$ cat src/hw/rtl/bra_pkg.sv
// ----------------------------------------------------------------------------
// Bitmap run allocator package
// Shared constants for the segment allocator and its checker.
// ----------------------------------------------------------------------------
package bra_pkg;

	localparam int SEGMENTS_DEF = 256;

	localparam int IDX_W    = 8;
	localparam int CNT_W    = 9;
	localparam int STATUS_W = 2;
	localparam int START_W  = 8;

	localparam int S_DATA_W = 24;
	localparam int S_USER_W = 1;
	localparam int M_DATA_W = 16;

	localparam logic CMD_ALLOC   = 1'b0;
	localparam logic CMD_RELEASE = 1'b1;

	localparam logic [STATUS_W-1:0] ST_OK      = 2'd0;
	localparam logic [STATUS_W-1:0] ST_NOSPACE = 2'd1;
	localparam logic [STATUS_W-1:0] ST_BAD     = 2'd2;

endpackage

$ cat src/hw/rtl/bra_ram.sv
// ----------------------------------------------------------------------------
// Generic RAM
// Simple dual-port memory with one write port and one registered read port.
// ----------------------------------------------------------------------------
module bra_ram #(
	parameter int WIDTH = 1,
	parameter int DEPTH = 256,
	parameter int AW    = (DEPTH > 1) ? $clog2(DEPTH) : 1
) (
	input  logic             clk,
	input  logic             we,
	input  logic [AW-1:0]    waddr,
	input  logic [WIDTH-1:0] wdata,
	input  logic             re,
	input  logic [AW-1:0]    raddr,
	output logic [WIDTH-1:0] rdata
);

	logic [WIDTH-1:0] mem_q [DEPTH];
	logic [WIDTH-1:0] rdata_q;

	always_ff @(posedge clk) begin
		if (we) begin
			mem_q[waddr] <= wdata;
		end
		if (re) begin
			rdata_q <= mem_q[raddr];
		end
	end

	assign rdata = rdata_q;

endmodule

$ cat src/hw/rtl/bitmap_run_allocator.sv
// The allocator keeps one free bit per segment in a single-port-read memory
// and handles one request at a time. After reset a clearing pass marks every
// segment free before the first request is taken.
// An allocate request scans the map one segment per cycle from index 0 to
// find the lowest fitting run, then marks the run used and answers. An
// allocate that finds no fitting run answers once the scan reaches the last
// segment. A release marks each released segment free and then answers. A
// bad request or an oversized allocate answers without touching the map. The
// single memory read port sets the scan rate.
// ----------------------------------------------------------------------------
// Bitmap run allocator
// First-fit allocator of contiguous segment runs over a bit-serial free map.
// ----------------------------------------------------------------------------
module bitmap_run_allocator #(
	parameter int SEGMENTS = bra_pkg::SEGMENTS_DEF
) (
	input  logic                          clk,
	input  logic                          arst_n,
	input  logic                          s_tvalid,
	output logic                          s_tready,
	// Bits from the lowest: segment_index, segment_count, zero fill.
	input  logic [bra_pkg::S_DATA_W-1:0]  s_tdata,
	// Bits from the lowest: cmd.
	input  logic [bra_pkg::S_USER_W-1:0]  s_tuser,
	output logic                          m_tvalid,
	input  logic                          m_tready,
	// Bits from the lowest: status, start_index, zero fill.
	output logic [bra_pkg::M_DATA_W-1:0]  m_tdata
);

	import bra_pkg::*;

	localparam int AW  = (SEGMENTS > 1) ? $clog2(SEGMENTS) : 1;
	localparam int SW0 = $clog2(SEGMENTS + 1);
	localparam int SW  = (SW0 > 10) ? SW0 : 10;
	localparam logic [SW-1:0] SEG_N    = SW'(SEGMENTS);
	localparam logic [AW-1:0] SEG_LAST = AW'(SEGMENTS - 1);

	typedef enum logic [4:0] {
		CLEAR = 5'b00001,
		IDLE  = 5'b00010,
		SCAN  = 5'b00100,
		FILL  = 5'b01000,
		RESP  = 5'b10000
	} state_t;

	state_t               state_q;
	logic [SW-1:0]        cnt_q;
	logic [SW-1:0]        remain_q;
	logic [AW-1:0]        wr_addr_q;
	logic                 fill_val_q;
	logic [SW-1:0]        issue_q;
	logic                 pend_q;
	logic [AW-1:0]        chk_q;
	logic [SW-1:0]        run_len_q;
	logic [AW-1:0]        run_start_q;
	logic [STATUS_W-1:0]  res_status_q;
	logic [START_W-1:0]   res_start_q;
	logic                 m_tvalid_q;
	logic [M_DATA_W-1:0]  m_tdata_q;

	logic                 ram_we;
	logic                 ram_re;
	logic                 ram_rdata;
	logic [SW-1:0]        cnt_in;
	logic [SW-1:0]        idx_in;
	logic [SW-1:0]        run_len_inc;
	logic [AW-1:0]        start_nxt;

	assign cnt_in      = SW'(s_tdata[IDX_W+CNT_W-1:IDX_W]);
	assign idx_in      = SW'(s_tdata[IDX_W-1:0]);
	assign run_len_inc = run_len_q + SW'(1);
	assign start_nxt   = (run_len_q == '0) ? chk_q : run_start_q;

	assign ram_we   = (state_q == CLEAR) || (state_q == FILL);
	assign ram_re   = (state_q == SCAN) && (issue_q < SEG_N);
	assign s_tready = (state_q == IDLE);
	assign m_tvalid = m_tvalid_q;
	assign m_tdata  = m_tdata_q;

	bra_ram #(
		.WIDTH (1),
		.DEPTH (SEGMENTS),
		.AW    (AW)
	) u_map (
		.clk   (clk),
		.we    (ram_we),
		.waddr (wr_addr_q),
		.wdata (fill_val_q),
		.re    (ram_re),
		.raddr (issue_q[AW-1:0]),
		.rdata (ram_rdata)
	);

	always_ff @(posedge clk or negedge arst_n) begin
		if (!arst_n) begin
			state_q      <= CLEAR;
			cnt_q        <= '0;
			remain_q     <= SEG_N;
			wr_addr_q    <= '0;
			fill_val_q   <= 1'b1;
			issue_q      <= '0;
			pend_q       <= 1'b0;
			chk_q        <= '0;
			run_len_q    <= '0;
			run_start_q  <= '0;
			m_tvalid_q   <= 1'b0;
		end else begin
			if (m_tvalid_q && m_tready) begin
				m_tvalid_q <= 1'b0;
			end
			unique case (state_q)
				CLEAR: begin
					wr_addr_q <= wr_addr_q + AW'(1);
					remain_q  <= remain_q - SW'(1);
					if (remain_q == SW'(1)) begin
						state_q <= IDLE;
					end
				end
				IDLE: begin
					if (s_tvalid) begin
						cnt_q        <= cnt_in;
						res_start_q  <= '0;
						res_status_q <= ST_OK;
						issue_q      <= '0;
						pend_q       <= 1'b0;
						run_len_q    <= '0;
						priority if (cnt_in == '0) begin
							res_status_q <= ST_BAD;
							state_q      <= RESP;
						end else if (s_tuser[0] == CMD_ALLOC) begin
							if (cnt_in > SEG_N) begin
								res_status_q <= ST_NOSPACE;
								state_q      <= RESP;
							end else begin
								state_q <= SCAN;
							end
						end else if (idx_in + cnt_in > SEG_N) begin
							res_status_q <= ST_BAD;
							state_q      <= RESP;
						end else begin
							wr_addr_q  <= idx_in[AW-1:0];
							remain_q   <= cnt_in;
							fill_val_q <= 1'b1;
							state_q    <= FILL;
						end
					end
				end
				SCAN: begin
					pend_q <= ram_re;
					chk_q  <= issue_q[AW-1:0];
					if (ram_re) begin
						issue_q <= issue_q + SW'(1);
					end
					if (pend_q) begin
						priority if (ram_rdata && (run_len_inc == cnt_q)) begin
							wr_addr_q   <= start_nxt;
							remain_q    <= cnt_q;
							fill_val_q  <= 1'b0;
							res_start_q <= START_W'(SW'(start_nxt));
							state_q     <= FILL;
						end else if (chk_q == SEG_LAST) begin
							res_status_q <= ST_NOSPACE;
							state_q      <= RESP;
						end else if (ram_rdata) begin
							run_len_q   <= run_len_inc;
							run_start_q <= start_nxt;
						end else begin
							run_len_q <= '0;
						end
					end
				end
				FILL: begin
					wr_addr_q <= wr_addr_q + AW'(1);
					remain_q  <= remain_q - SW'(1);
					if (remain_q == SW'(1)) begin
						state_q <= RESP;
					end
				end
				RESP: begin
					if (!m_tvalid_q || m_tready) begin
						m_tvalid_q <= 1'b1;
						m_tdata_q  <= M_DATA_W'({res_start_q, res_status_q});
						state_q    <= IDLE;
					end
				end
				default: begin
					state_q <= IDLE;
				end
			endcase
		end
	end

endmodule

$ cat config.mk
export PLATFORM = sky130hd
export DESIGN_NAME = bitmap_run_allocator
export DESIGN_NICKNAME = d
export VERILOG_FILES = /design/src/hw/rtl/bra_pkg.sv /design/src/hw/rtl/bra_ram.sv /design/src/hw/rtl/bitmap_run_allocator.sv
export SDC_FILE = /design/constraint.sdc
export NUM_CORES = 1
export LEC_CHECK = 0
export BUFFER_PORTS_ARGS = -buffer_cell sky130_fd_sc_hd__buf_2
export CAP_MARGIN = 10
export CORE_MARGIN = 2
export CORE_UTILIZATION = 30
export DETAILED_ROUTE_END_ITERATION = 10
export GPL_ROUTABILITY_DRIVEN = 0
export GPL_TIMING_DRIVEN = 0
export SETUP_SLACK_MARGIN = 0.2
export SLEW_MARGIN = 10
export SYNTH_ARGS = -nofsm -noshare
export SYNTH_HDL_FRONTEND = slang
export SYNTH_SLANG_ARGS = --single-unit
$ cat constraint.sdc
create_clock -name clk -period 3.36 [get_ports clk]
set_clock_uncertainty 0.05 [all_clocks]
set_input_delay 0.168 -clock clk [delete_from_list [all_inputs] [get_ports clk]]
set_output_delay 0.168 -clock clk [all_outputs]
set_load 0.01 [all_outputs]
==> metrics.csv <==
metric;value;unit
outcome;finished clean;
clk_lat worst skew;550;ps
drt total wl;42900;µm
Die Y;238;µm
ys flop type;edfxtp_1;
drt first pass iters;6;
final cell count without fillers;2111;
Warnings, synthesis;0;
ant diodes;0;
largest net degree at the start of global routing;122;
fin crit period;3180;ps
Starting Density;30.4;%
setup ws final;181;ps
crit-path max FO;10;
vias per inst;5.22;
Pwr per Cell Area;655;nW/µm²
gr usage total;15.2;%
Mapped Area;16400;µm²
critical path class;reg -> reg;
Avg Inst Size Synth;12.7;µm²
CP arrival;3420;ps
max-cap viol count;0;
Min Hold Slack;57.0;ps
post-route clock period utilization;94.6;%
Peak supply drop;0.331;mV
# IOs;47;
Post-DP HPWL;28700;µm
register area share after synthesis;61.6;%
vias in the first global route;11100;
total power;12.4;mW
initial antenna violation count;0;
Final Net Count;1434;
placed cell count;2024;
Setup violations, final;0;
actual slew at the worst max-slew pin;1030;ps
Worst-path clk slew;60;ps
crit end category;flip-flop;
H-Tree Level Count;2;
Post-DRT Antenna Nets;0;
DIE WIDTH;238;µm
Root Driver;clkbuf_16;
Worst setup SP type;flip-flop;
dpl ws;-618;ps
CP Data Required Time;3600;ps
Leak;6.12;nW
grt ovf;0;
share of post-route cells with drive strength above 1;17.4;%
RSZ-0062 raised after global routing;true;
worst hold path class;in -> reg;
Post-synth EDFFs;277;
final-report max-slew violation count;0;
CTS tree;built;
Yosys cell types;70;
Max Buffers Root-to-Sink;3;
Buffers on Ports;32;
Post-Syn Instances;1288;
DIE AREA;56600;µm²
DRT iter0 DRCs;1107;
normalized max-slew margin;31.3;%
num rows;85;
Core Region;53900;µm²
clock buffer count from CTS;38;
DRC Markers;0;
first-pass GRT wire length;65900;µm
Hold Fails Final Rpt;0;
clk sinks;348;
vias post-DR;11000;
f_max;315;MHz
register bit count reported by yosys;348;
area grow syn2layout;15.7;%
WL/cell;20.3;µm
Post-synth ARST share;20.4;%
## metrics by stage
stage               cell area (µm²)  utilization [%]  setup TNS [ps]
global route                  19000             35.2               0
finish                        19000             35.2               0
floorplan                     16400                -               0
detailed placement            17500             32.5           -3890
CTS                           18900             35.1               0
global placement              17500             32.4         -116750
## worst paths after layout
kind	startpoint	slack [ps]	end	cells past startpoint
max in group asynchronous	arst_n	2080	run_len_q[0]	3
hold / removal	s_tdata[3]	60	wr_addr_q[3]	3
hold reg to reg	res_start_q[0]	360	m_tdata[2]	0
setup reg to reg	issue_q[3]	180	u_map.rdata	6
setup / recovery	issue_q[3]	180	u_map.rdata	6
min in group asynchronous	arst_n	160	cnt_q[1]	3
## placed cells by master, fill, tap and decap left out, drive strengths merged, types with 17 or more instances in the layout
cell type,instances
nor2,316
edfxtp,277
clkbuf,127
nand2,107
mux4,81
dfrtp,68
buf,57
nand3,36
o21ai,32
inv,24
a21oi,19
mux2,17
ha,17
## synthesized netlist by cell type, types with 9 or more instances
cell	instances	share of area (%)
inv_1	22	0.50
clkbuf_1	71	1.6
mux2_2	17	1.2
a221o_1	9	0.55
buf_2	11	0.34
nand3_1	36	1.1
buf_4	9	0.41
ha_1	17	1.3
mux4_2	81	11
dfrtp_1	68	10
nor2b_1	10	0.38
nand2_1	107	2.4
edfxtp_1	277	51
o31ai_1	11	0.50
nor2_1	315	7.2
xnor2_1	15	0.80
xor2_1	13	0.69
mux2i_1	11	0.67
a21oi_1	19	0.58
o21ai_0	29	0.88
nor3_1	9	0.27
nand4_1	13	0.50
## layout make-up
class,instances,area (µm²)
fillers,5210,34900
plain buffers,96,465
clock inverters,17,109
repair buffers,54,440
multi-input cells,827,5880
clock buffers,51,1020
well taps,696,871
flip-flops and latches,348,10100
inverters,22,82.6
## registers in the layout, indices dropped and copies added, names as in the netlist, 2 cells and up
name          flops
chk_q             8
cnt_q             9
issue_q          10
m_tdata          10
remain_q         10
res_start_q       8
res_status_q      2
run_len_q        10
run_start_q       8
state_q           5
u_map.mem_q     256
wr_addr_q         8
## power breakdown
| group | internal, mW | leakage, nW | switching (mW) |
|---|---|---|---|
| clock network | 2.15 | 0.551 | 1.71 |
| logic | 1.28 | 2.22 | 2.03 |
| registers | 4.98 | 3.35 | 0.262 |
| total | 8.42 | 6.12 | 4.01 |
## layer usage
| layer | GRT usage, % | up-vias | share of wire, % |
|---|---|---|---|
| li1 | - | 4921 | - |
| met4 | 4.75 | 0 | 2.9 |
| met1 | 20.0 | 5568 | 41 |
| met2 | 25.3 | 447 | 48 |
| met5 | 0 | - | 0 |
| met3 | 3.02 | 78 | 7.8 |
## critical path, cell delays in order (launching register included)
cell and delay [ps]:
dfrtp_1 330, clkdlybuf4s15_1 730, clkbuf_1 730, mux4_2 450
a221oi_1 300, mux4_2 290, inv_1 50
## logic make-up (layout without fill, tap and decap cells)
family	Yosys count	in the layout	share of synthesized area, %
other	1	6	0.0229
multiplexers	109	109	13.0
XOR/XNOR	28	28	1.50
adder cells (fa/ha/maj)	18	18	1.42
AND/OR/NAND/NOR	538	538	14.0
flip-flops	348	348	61.6
buffers and inverters	118	240	3.02
AO/OA/AOI/OAI	128	128	5.52
## timing repair
| action | in CTS | in global routing |
|---|---|---|
| pin swaps | 3 | 0 |
| endpoints found under the setup margin | 37 | 201 |
| gates resized for setup | 18 | 31 |
| buffers inserted | 3 | 0 |
| hold buffers | 16 | 0 |
| endpoints found under the hold margin | 83 | 0 |
Power figures use the tool's default switching activity.
